[src/rtl/wst_pkg.sv]
// ----------------------------------------------------------------------------
// wst_pkg
// Shared constants, request codes and controller/datapath interface types
// for the windowed saturating tally.
// ----------------------------------------------------------------------------
package wst_pkg;

  // Default configuration
  localparam int DefWindow     = 16;
  localparam int DefCategories = 8;

  // Field widths
  localparam int ReqW   = 2;
  localparam int TickW  = 64;
  localparam int CatW   = 3;
  localparam int AmtW   = 64;
  localparam int TotalW = 64;

  // Stream word widths (payload padded to whole bytes)
  localparam int InDataW  = 136;  // tick, category, amount = 131 bits
  localparam int OutDataW = 128;  // window_total, current_tick

  // Request codes
  localparam logic [ReqW-1:0] ReqAdvance = 2'd0;
  localparam logic [ReqW-1:0] ReqRecord  = 2'd1;
  localparam logic [ReqW-1:0] ReqQuery   = 2'd2;

  // Commands from the controller to the datapath
  typedef struct packed {
    logic load_req;   // capture the incoming word
    logic tot_clr;    // clear the query accumulator
    logic adv_first;  // first advance: start, take tick, begin modulo
    logic adv_jump;   // backward or far jump: drop all buckets, begin modulo
    logic adv_gap;    // short forward move: take tick, load step count
    logic mod_step;   // four tick bits of tick modulo window
    logic mod_fin;    // commit slot from modulo, clear that bucket
    logic clr_step;   // move slot by one and clear that bucket
    logic start0;     // implicit start at tick zero
    logic rec_rd;     // read active bucket row
    logic rec_wr;     // write back updated bucket row
    logic qry_init;   // reset query sweep
    logic qry_step;   // one bucket of the query sweep
    logic out_load;   // load the result register
  } wst_cmd_t;

  // Status from the datapath to the controller
  typedef struct packed {
    logic [ReqW-1:0] req_type;
    logic            started;
    logic            same_tick;
    logic            in_window;
    logic            cat_ok;
    logic            mod_last;
    logic            steps_last;
    logic            qry_done;
    logic            out_free;
  } wst_stat_t;

endpackage

[src/rtl/wst_ctrl.sv]
// ----------------------------------------------------------------------------
// wst_ctrl
// Controller: accepts a request word, sequences the datapath through the
// advance, record or query steps and hands the result to the output register.
// ----------------------------------------------------------------------------
module wst_ctrl (
  input  logic               clk_i,
  input  logic               rst_ni,
  input  logic               s_tvalid_i,
  output logic               s_tready_o,
  input  wst_pkg::wst_stat_t stat_i,
  output wst_pkg::wst_cmd_t  cmd_o
);

  localparam logic [3:0] StIdle   = 4'd0;
  localparam logic [3:0] StDec    = 4'd1;
  localparam logic [3:0] StMod    = 4'd2;
  localparam logic [3:0] StModFin = 4'd3;
  localparam logic [3:0] StClr    = 4'd4;
  localparam logic [3:0] StRecRd  = 4'd5;
  localparam logic [3:0] StRecWr  = 4'd6;
  localparam logic [3:0] StQry    = 4'd7;
  localparam logic [3:0] StDone   = 4'd8;

  logic [3:0] state_d, state_q;

  always_comb begin
    state_d = state_q;
    cmd_o   = '0;

    case (state_q)
      StIdle: begin
        if (s_tvalid_i) begin
          cmd_o.load_req = 1'b1;
          state_d        = StDec;
        end
      end

      // pick the sequence for the captured request
      StDec: begin
        cmd_o.tot_clr = 1'b1;
        state_d       = StDone;
        case (stat_i.req_type)
          wst_pkg::ReqAdvance: begin
            if (!stat_i.started) begin
              cmd_o.adv_first = 1'b1;
              state_d         = StMod;
            end else if (stat_i.same_tick) begin
              state_d = StDone;
            end else if (stat_i.in_window) begin
              cmd_o.adv_gap = 1'b1;
              state_d       = StClr;
            end else begin
              cmd_o.adv_jump = 1'b1;
              state_d        = StMod;
            end
          end
          wst_pkg::ReqRecord: begin
            cmd_o.start0 = !stat_i.started;
            if (stat_i.cat_ok) state_d = StRecRd;
          end
          wst_pkg::ReqQuery: begin
            if (stat_i.cat_ok) begin
              cmd_o.qry_init = 1'b1;
              state_d        = StQry;
            end
          end
          default: state_d = StDone;
        endcase
      end

      StMod: begin
        cmd_o.mod_step = 1'b1;
        if (stat_i.mod_last) state_d = StModFin;
      end

      StModFin: begin
        cmd_o.mod_fin = 1'b1;
        state_d       = StDone;
      end

      StClr: begin
        cmd_o.clr_step = 1'b1;
        if (stat_i.steps_last) state_d = StDone;
      end

      StRecRd: begin
        cmd_o.rec_rd = 1'b1;
        state_d      = StRecWr;
      end

      StRecWr: begin
        cmd_o.rec_wr = 1'b1;
        state_d      = StDone;
      end

      StQry: begin
        if (stat_i.qry_done) begin
          state_d = StDone;
        end else begin
          cmd_o.qry_step = 1'b1;
        end
      end

      // wait for room in the result register
      StDone: begin
        if (stat_i.out_free) begin
          cmd_o.out_load = 1'b1;
          state_d        = StIdle;
        end
      end

      default: state_d = StIdle;
    endcase
  end

  always_ff @(posedge clk_i or negedge rst_ni) begin
    if (!rst_ni) begin
      state_q <= StIdle;
    end else begin
      state_q <= state_d;
    end
  end

  assign s_tready_o = (state_q == StIdle);

endmodule

[config.mk]
export PLATFORM = sky130hd
export DESIGN_NAME = wst_ctrl
export DESIGN_NICKNAME = d
export VERILOG_FILES = /design/src/rtl/wst_pkg.sv /design/src/rtl/wst_ctrl.sv
export SDC_FILE = /design/constraint.sdc
export NUM_CORES = 1
export LEC_CHECK = 0
export BUFFER_PORTS_ARGS = -buffer_cell sky130_fd_sc_hd__buf_4
export CAP_MARGIN = 5
export CORE_AREA = 2 2 39 41
export DETAILED_ROUTE_END_ITERATION = 8
export DIE_AREA = 0 0 41 43
export PLACE_DENSITY = 0.75
export SYNTH_ARGS = -nofsm -noshare
export SYNTH_HDL_FRONTEND = slang
export SYNTH_SLANG_ARGS = --single-unit
[constraint.sdc]
create_clock -name clk_i -period 1.47 [get_ports clk_i]
set_input_delay 0.147 -clock clk_i [delete_from_list [all_inputs] [get_ports clk_i]]
set_output_delay 0.147 -clock clk_i [all_outputs]
set_load 0.01 [all_outputs]
==> flow_summary.ini, run 1 <==
[drt]
drcViolationCount = 0
drt_wl_total_um = 2080
detail_route.iter0.violations = 19
final_antenna_net_count = 0
firstDrtPassIters = 4
num_vias = 721
wl_per_cell_um = 16.4
post_drt_via_cell_ratio = 5.68

[timing]
worst_clock_skew_ps = 11.4
hold_violations = 0
final_period_util_pct = 104
finalWorstPathRequiredPeriod_ps = 1530
setup_repair_after_global_routing_missed_its_margin = yes
tns_ps = -307
maxClockFrequency_mhz = 653
setup_viol = 8
worstMarginPinSlew_ps = 355
fin_ws_ps = -60.3
final-max-slew-violation-count = 0
max_slew_margin_pct = 76.3

[global_routing]
pin_count_of_the_biggest_net_entering_global_routing = 12
grt_first_pass_wirelength_um = 2580
grt_remaining_overflow = 0
grt_pass1_vias = 616
antenna_found_initial = 0
globalRouteTotalUtil_pct = 21.8

[synth]
synthesis.area_sq_um = 485
synth_top_cell_area_share_pct = 20.6
synth_sequential_area_ratio_pct = 20.6
ys_types = 32
yosys_most_used_dff = sky130_fd_sc_hd__dfrtp_1
asyncSetResetFlopFracSynth_pct = 100
synth.largest_area_cell = sky130_fd_sc_hd__dfrtp_1
netlist_top_cells_count = 5 x sky130_fd_sc_hd__inv_1, 5 x sky130_fd_sc_hd__nor3_1, 4 x sky130_fd_sc_hd__dfrtp_1, 4 x sky130_fd_sc_hd__nand2_1, 4 x sky130_fd_sc_hd__nor2_1
synth_edf_count = 0
synth_warnings = 0
synthesis.nets = 73
ys_ff_latch = 4
synth_area_per_cell_sq_um = 8.09
synthesis.instances = 60
synth_top_cells_by_area = sky130_fd_sc_hd__dfrtp_1 21%, sky130_fd_sc_hd__buf_6 7.0%, sky130_fd_sc_hd__o41ai_2 6.7%

[power]
p_sw_uw = 754
irDropWorstVdd_mv = 0.769
swShare_pct = 43.5
p_clk_share_pct = 8.6
seq_power_share_pct = 14.4
power_frac_comb_pct = 77.0
p_per_area_mw_per_mm2 = 1760
leakage_uw = 0.000487
cell_internal_pwr_uw = 980

[clocking]
cts-root-buf = sky130_fd_sc_hd__clkbuf_4
cts-htree-levels = 1
cts.reportedPaths.clkPinSlew_ps = 50
numCtsBuffers = 3
maximum_buffer_depth_of_the_clock_tree = 2
clock_tree_from_tritoncts = done
clock_insertion_delay_worst_skew_ps = 250
cts.sink_count = 4

[finish]
registers.top_by_ff_count = state_q
final_cell_area_sq_um = 987
largest_registers_in_the_final_layout = state_q x4
layoutNonFillerInstCount = 127
register_area_sq_um = 104
final_nets = 126
antennaDiodeCount = 0
multiInputGateArea_sq_um = 399
syn_to_final_growth_pct = 103
fillerInstances = 115
largest_register_ff_count = 4
drive_above_1_share_pct = 69.4

[place]
port_buffers = 27
placedInstanceArea_sq_um = 717
gpl.final_weighted_congestion = 0.772
worst_setup_slack_before_clock_tree_synthesis_ps = 68.6
hpwl_um = 1170
post-place-cells = 105

[die]
die_area_sq_mm = 0.00176
fp.dieW_um = 41
boundaryPins = 28
dieHeight_um = 43
start_util_pct = 35.1
placeableCoreArea_sq_mm = 0.00138
floorplan.rows = 14

[worst_setup_path]
criticalPathCategory = flop to primary output
worstSetupStartpointType = flop
crit_arrival_ps = 1380
worstReg2RegStart = state_q[0]
crit_fanout = 5
endpoint_kind = primary output
crit_path_start = state_q[3]
worstPathRequired_ps = 1320

[min_path]
hp-start = stat_i[0]
hold_path.class = input pin to flop

[status]
result_of_the_run = finished with violations
failed_checks = negative setup slack

[flow_run]
maxCapViolCount = 0
-- metrics by stage --
stage | hold WS, ps | total power, uW | util [%]
2_1_floorplan | -149 | 712 | -
3_3_place_gp | -56.9 | 998 | 51.8
3_5_place_dp | -56.3 | 1010 | 51.8
4_1_cts | 182 | 1320 | 59.2
5_1_grt | 219 | 1840 | 71.3
6_report | 193 | 1730 | 71.3
-- layout make-up --
cell class | count | share of cell area (%)
sequential | 4 | 10.5
tap | 16 | 2.03
timing repair buffer | 53 | 42.5
multi-input combinational | 45 | 40.4
inverter | 6 | 2.28
clock buffer | 3 | 2.28
-- critical path, cell delays in order (launching register included) --
cell                      delay, ps
sky130_fd_sc_hd__dfrtp_2        440
sky130_fd_sc_hd__inv_2           70
sky130_fd_sc_hd__nand4_1        110
sky130_fd_sc_hd__buf_6          160
sky130_fd_sc_hd__nor4b_4        190
sky130_fd_sc_hd__buf_4          150
-- power groups by stage --
| stage | clock network, uW | registers [uW] | logic [uW] |
|---|---|---|---|
| after CTS | 142 | 240 | 937 |
| final | 150 | 249 | 1340 |
| after global placement | 0 | 244 | 754 |
| after global routing | 157 | 249 | 1430 |
| after detailed placement | 0 | 245 | 767 |
| after floorplan | 0 | 180 | 532 |
-- cells in the final DEF (no fill, tap or decap), types with 2 or more instances in the layout --
cell type | netlist | final
sky130_fd_sc_hd__mux2i_1 | 2 | 2
sky130_fd_sc_hd__nand2_1 | 4 | 3
sky130_fd_sc_hd__buf_4 | 0 | 47
sky130_fd_sc_hd__o41ai_2 | 2 | 2
sky130_fd_sc_hd__inv_2 | 1 | 4
sky130_fd_sc_hd__o21ai_0 | 2 | 2
sky130_fd_sc_hd__a31oi_1 | 2 | 2
sky130_fd_sc_hd__dfrtp_2 | 0 | 3
sky130_fd_sc_hd__nor3_1 | 5 | 3
sky130_fd_sc_hd__buf_6 | 3 | 5
sky130_fd_sc_hd__clkbuf_4 | 0 | 3
sky130_fd_sc_hd__or3_1 | 2 | 2
sky130_fd_sc_hd__nor2_1 | 4 | 4
sky130_fd_sc_hd__inv_1 | 5 | 2
sky130_fd_sc_hd__a21oi_1 | 2 | 2
-- worst paths after layout --
kind | end | slack [ps] | cells past startpoint
setup reg to reg | state_q[0] | 10 | 5
setup / recovery | cmd_o[5] | -60 | 5
hold / removal | state_q[3] | 190 | 4
hold reg to reg | state_q[3] | 760 | 4
max in group asynchronous | state_q[1] | 1120 | 2
min in group asynchronous | state_q[3] | 230 | 2
-- logic make-up (layout without fill, tap and decap cells) --
family,after synthesis,count (layout),synth area share (%)
xor+xnor,1,1,1.80
simple gates,26,26,31.2
flops,4,4,20.6
buf+inv,11,62,13.7
mux,2,2,4.12
compound gates,16,16,28.6
-- what timing repair did --
action                                  CTS  global route
endpoints found under the hold margin     4             0
endpoints found under the setup margin    7             9
pin swaps                                 2             6
hold buffers                              1             0
gates resized for setup                   6            21
buffers inserted                          8            10
-- per-layer routing --
metal | up-vias | track usage (%) | part of all wire [%]
met5 | - | 0 | 0
li1 | 331 | - | -
met3 | 6 | 4.19 | 7.1
met4 | 0 | 14.0 | 2.7
met2 | 43 | 36.3 | 53
met1 | 341 | 23.3 | 37
No activity file was read; power rests on OpenSTA's default activity.
==> run 2, diff against run 1 <==
--- a/config.mk
+++ b/config.mk
@@ -5,12 +5,13 @@
 export SDC_FILE = /design/constraint.sdc
 export NUM_CORES = 1
 export LEC_CHECK = 0
+export ABC_AREA = 1
 export BUFFER_PORTS_ARGS = -buffer_cell sky130_fd_sc_hd__buf_4
 export CAP_MARGIN = 5
 export CORE_AREA = 2 2 39 41
 export DETAILED_ROUTE_END_ITERATION = 8
 export DIE_AREA = 0 0 41 43
-export PLACE_DENSITY = 0.75
+export PLACE_DENSITY = 0.77
 export SYNTH_ARGS = -nofsm -noshare
 export SYNTH_HDL_FRONTEND = slang
 export SYNTH_SLANG_ARGS = --single-unit
==> run 2 against run 1 <==
  * The run still ends with negative setup slack left
  * First-iteration DRC count down 11%
  * Clock-buffer cell count unchanged
  * Fmax up 2.4%
  * Synthesized cell count up 55%
==> flow_summary.ini, run 2 <==
[synth]
ys_types = 16
synth_warnings = 0
synthesis.area_sq_um = 508
yosys_most_used_dff = sky130_fd_sc_hd__dfrtp_1
asyncSetResetFlopFracSynth_pct = 100
synth_sequential_area_ratio_pct = 19.7
synthesis.instances = 93
synth.largest_area_cell = sky130_fd_sc_hd__dfrtp_1
synthesis.nets = 106
yosysMostFrequentCell = sky130_fd_sc_hd__nand2_1
synth_top_cell_area_share_pct = 19.7
netlist_top_cells_count = 26 x sky130_fd_sc_hd__nand2_1, 18 x sky130_fd_sc_hd__inv_1, 15 x sky130_fd_sc_hd__nor2_1
ys_ff_latch = 4
synth_top_cells_by_area = sky130_fd_sc_hd__dfrtp_1 20%, sky130_fd_sc_hd__nand2_1 19%, sky130_fd_sc_hd__inv_1 13%
synth_area_per_cell_sq_um = 5.46
synth_edf_count = 0

[finish]
syn_to_final_growth_pct = 68.7
largest_registers_in_the_final_layout = state_q x4
layout.core_utilization_pct = 61.9
final_nets = 144
antennaDiodeCount = 0
final_cell_mix = 32 x sky130_fd_sc_hd__buf_4, 24 x sky130_fd_sc_hd__nand2_1, 16 x sky130_fd_sc_hd__inv_1
registers.top_by_ff_count = state_q
fillerInstances = 134
drive_above_1_share_pct = 45.0
layout_commonest_cell = sky130_fd_sc_hd__buf_4
final_cell_area_sq_um = 857
layoutNonFillerInstCount = 145
largest_register_ff_count = 4

[clocking]
numCtsBuffers = 3
maximum_buffer_depth_of_the_clock_tree = 2
clock_insertion_delay_worst_skew_ps = 240
cts.reportedPaths.clkPinSlew_ps = 40
clock_tree_from_tritoncts = done
cts-htree-levels = 1
cts-root-buf = sky130_fd_sc_hd__clkbuf_4
cts.sink_count = 4

[min_path]
hold_path.class = input pin to flop
hp-start = stat_i[1]
worst_hold_path.num_cells = 4

[global_routing]
antenna_found_initial = 0
grt_remaining_overflow = 0
grt_pass1_vias = 627
grt_first_pass_wirelength_um = 2480
globalRouteTotalUtil_pct = 19.9
pin_count_of_the_biggest_net_entering_global_routing = 8

[place]
worst_setup_slack_before_clock_tree_synthesis_ps = 132
hpwl_um = 1230
post-place-cells = 136
placedInstanceArea_sq_um = 731
gpl.final_weighted_congestion = 0.785
port_buffers = 27

[die]
die_area_sq_mm = 0.00176
dieHeight_um = 43
floorplan.rows = 14
placeableCoreArea_sq_mm = 0.00138
fp.dieW_um = 41
boundaryPins = 28
start_util_pct = 36.7

[flow_run]
maxCapViolCount = 0

[worst_setup_path]
reg2reg_depth = 9
criticalPathCategory = flop to primary output
worstPathRequired_ps = 1320
path_cells = inv_4 > nand2_4 > nor2_4 > nand2_2 > nor3b_2 > buf_4
crit_fanout = 4
crit_path_start = state_q[3]
crit_arrival_ps = 1350
critical-path-max-stage-delay_ps = 450
worstSetupStartpointType = flop
reg2reg_setup_slack_ps = 190
worstReg2RegStart = state_q[1]
critPathSlowestCell = sky130_fd_sc_hd__dfrtp_2
endpoint_kind = primary output

[drt]
drcViolationCount = 0
drt_wl_total_um = 1590
wl_per_cell_um = 11.0
firstDrtPassIters = 6
met1_length_um = 601
topRoutingLayerUsed = met4
final_antenna_net_count = 0
post_drt_via_cell_ratio = 4.81
num_vias = 697
detail_route.iter0.violations = 17
detailroute.wirelength.met3_um = 134
route.met2.wl_um = 843

[power]
p_per_area_mw_per_mm2 = 1680
leakage_uw = 0.000518
irDropWorstVdd_mv = 0.714

[timing]
final-max-slew-violation-count = 0
finalWorstPathRequiredPeriod_ps = 1500
fin_ws_ps = -25.1
setup_viol = 1
setup_repair_after_global_routing_missed_its_margin = yes
worstMarginPinSlew_ps = 282
final_period_util_pct = 102
maxClockFrequency_mhz = 669
max_slew_margin_pct = 81.1
hold_violations = 0
worst_clock_skew_ps = 0.657
fin_hold_ws_ps = 208

[status]
failed_checks = negative setup slack
result_of_the_run = finished with violations
run 2: area by class of cell:
cell class	instances	area (sq um)	area share [%]
multi-input cells	70	385	45.0
repair buffers	33	250	29.2
flip-flops and latches	4	105	12.3
inverters	19	73.8	8.61
clock buffers	3	22.5	2.63
well taps	16	20.0	2.34
run 2: through the flow:
stage / TNS [ps] / total power [uW]
floorplan: 0 / 780
global placement: 0 / 1050
detailed placement: 0 / 1060
CTS: -19.8 / 1330
global route: -268 / 1560
finish: -25.1 / 1440
run 2: final timing paths:
path / end
setup / recovery: cmd_o[10]
hold / removal: state_q[0]
setup reg to reg: state_q[2]
hold reg to reg: state_q[2]
max in group asynchronous: state_q[3]
min in group asynchronous: state_q[2]
run 2: layer usage:
layer	global-route usage, %	vias up
met5	0	-
met4	8.00	0
met3	2.62	2
met2	32.2	36
met1	25.2	300
li1	-	359
run 2: report_power, final:
part           internal [uW]  switching (uW)
Combinational            443             588
Clock                   91.5            48.0
Sequential               170            96.2
run 2: timing repair:
item                                   4_1_cts  5_1_grt
pin swaps                                    1        4
resized for setup                           11        6
setup endpoints to repair                    5        6
endpoints found under the hold margin        4        0
hold buffers                                 1        0
buffers inserted                             3        2
run 2: critical path: cells and delay by family (launching register included):
family,cells,cell delay (ps)
buffers and inverters,2,240
flip-flops,1,450
AND/OR/NAND/NOR,4,430
run 2: cell families (layout without fill, tap and decap cells):
kind of cell    after synthesis  after routing  synth area share [%]
compound gates                1              1                 0.984
simple gates                 69             69                  65.3
flops                         4              4                  19.7
buf+inv                      19             55                  14.0
==> run 3, diff against run 2 <==
--- a/config.mk
+++ b/config.mk
@@ -11,7 +11,7 @@
 export CORE_AREA = 2 2 39 41
 export DETAILED_ROUTE_END_ITERATION = 8
 export DIE_AREA = 0 0 41 43
-export PLACE_DENSITY = 0.77
+export PLACE_DENSITY = 0.7
 export SYNTH_ARGS = -nofsm -noshare
 export SYNTH_HDL_FRONTEND = slang
 export SYNTH_SLANG_ARGS = --single-unit
==> run 3 against run 2 <==
  * The flow now finishes without violations
  * Combinational power up 12%
  * Clock-buffer cell count stayed put
  * Design area increased by 5.3%
  * Critical path depth unchanged
  * Critical path type unchanged
  * Clock skew rose by 5.6 ps
  * Highest routed layer unchanged
  * Via count rose by 2.9%
  * Fmax increased by 2.9%
  * Sequential share of layout area fell by 0.61 points
  * Sequential power up 2%
  * Flip-flop and latch count unchanged
==> flow_summary.ini, run 3 (same netlist as run 2, synthesis figures left out) <==
[status]
result_of_the_run = complete, no violations

[die]
start_util_pct = 36.7
placeableCoreArea_sq_mm = 0.00138
fp.dieW_um = 41
floorplan.rows = 14
dieHeight_um = 43
die_area_sq_mm = 0.00176
boundaryPins = 28

[timing]
setup_repair_after_global_routing_missed_its_margin = yes
worst_clock_skew_ps = 6.30
setup_viol = 0
maxClockFrequency_mhz = 688
finalWorstPathRequiredPeriod_ps = 1450
worstMarginPinSlew_ps = 287
final_period_util_pct = 98.8
hold_violations = 0
tns_ps = 0
max_slew_margin_pct = 80.8
final-max-slew-violation-count = 0

[worst_setup_path]
crit_fanout = 4
endpoint_kind = primary output
reg2reg_setup_slack_ps = 160
critical-path-max-stage-delay_ps = 450
crit_path_start = state_q[1]
worstPathRequired_ps = 1320
crit_arrival_ps = 1310
critPathSlowestCell = sky130_fd_sc_hd__dfrtp_2
worstSetupStartpointType = flop
worstReg2RegStart = state_q[0]
path_cells = inv_2 > nand2_1 > nor2_4 > nand2_2 > nor3b_2 > buf_4
criticalPathCategory = flop to primary output

[global_routing]
grt_remaining_overflow = 0
grt_pass1_vias = 646
globalRouteTotalUtil_pct = 21.3
pin_count_of_the_biggest_net_entering_global_routing = 7
grt_first_pass_wirelength_um = 2570
antenna_found_initial = 0

[finish]
drive_above_1_share_pct = 48.5
antennaDiodeCount = 0
layout.core_utilization_pct = 65.2
registers.top_by_ff_count = state_q
final_cell_mix = 34 x sky130_fd_sc_hd__buf_4, 25 x sky130_fd_sc_hd__nand2_1, 16 x sky130_fd_sc_hd__inv_1
final_nets = 147
syn_to_final_growth_pct = 77.6
layoutNonFillerInstCount = 148
layout_commonest_cell = sky130_fd_sc_hd__buf_4
largest_register_ff_count = 4
largest_registers_in_the_final_layout = state_q x4

[min_path]
hp-start = stat_i[1]
hold_path.class = input pin to flop

[drt]
drcViolationCount = 0
detail_route.iter0.violations = 20
firstDrtPassIters = 4
num_vias = 717
post_drt_via_cell_ratio = 4.84
wl_per_cell_um = 11.6
final_antenna_net_count = 0
drt_wl_total_um = 1710

[place]
hpwl_um = 1180
gpl.final_weighted_congestion = 0.748
post-place-cells = 136
port_buffers = 27

[power]
power_uw = 1550
p_per_area_mw_per_mm2 = 1720
leakage_uw = 0.000537
irDropWorstVdd_mv = 0.629

[clocking]
clock_tree_from_tritoncts = done
cts-root-buf = sky130_fd_sc_hd__clkbuf_4
maximum_buffer_depth_of_the_clock_tree = 2
clock_insertion_delay_worst_skew_ps = 240
numCtsBuffers = 3
cts-htree-levels = 1
cts.sink_count = 4
cts.reportedPaths.clkPinSlew_ps = 40

[flow_run]
maxCapViolCount = 0
[run 3: worst max-delay path, delay by kind of cell, from the launching register on]
family	cells	cell delay (ps)
buffers and inverters	2	220
and+or+nand+nor	4	420
DFF	1	450
[run 3: worst paths after layout]
kind / cells after the start / endpoint
max: 6 / cmd_o[10]
min: 4 / state_q[0]
max reg2reg: 8 / state_q[1]
min reg2reg: 3 / state_q[3]
max in group asynchronous: 2 / state_q[3]
min in group asynchronous: 2 / state_q[0]
[run 3: routing by layer]
layer / up-vias / wire length (um) / track usage (%)
li1: 363 / - / -
met1: 313 / 659 / 25.8
met2: 36 / 895 / 36.3
met3: 5 / 122 / 2.09
met4: 0 / 36 / 8.00
met5: - / 0 / 0
[run 3: stage by stage]
stage | hold slack (ps) | instance area, sq um | worst slack, ps
floorplan | -149 | 508 | 243
global placement | -53.7 | 731 | 160
detailed placement | -54.4 | 731 | 120
CTS | 191 | 851 | -12.6
global route | 216 | 902 | -56.4
finish | 203 | 902 | 17.3
[run 3: final cells by class]
| class | instances | area [sq um] |
|---|---|---|
| flip-flops and latches | 4 | 105 |
| multi-input cells | 70 | 402 |
| repair buffers | 36 | 277 |
| well taps | 16 | 20.0 |
| inverters | 19 | 76.3 |
| fillers | 129 | 482 |
| clock buffers | 3 | 22.5 |
[run 3: where the power goes]
group / switching [uW] / internal, uW / leakage [uW]
sequential: 99.9 / 170 / 0.0000468
clock: 45.4 / 91.3 / 0.0000138
combinational: 643 / 505 / 0.000477
[run 3: repair_timing]
action | CTS | global route
hold buffers | 1 | 0
pin swaps | 4 | 4
endpoints found under the hold margin | 4 | 0
endpoints found under the setup margin | 5 | 8
cloned | 0 | 0
setup buffers | 8 | 0
gates resized for setup | 11 | 13
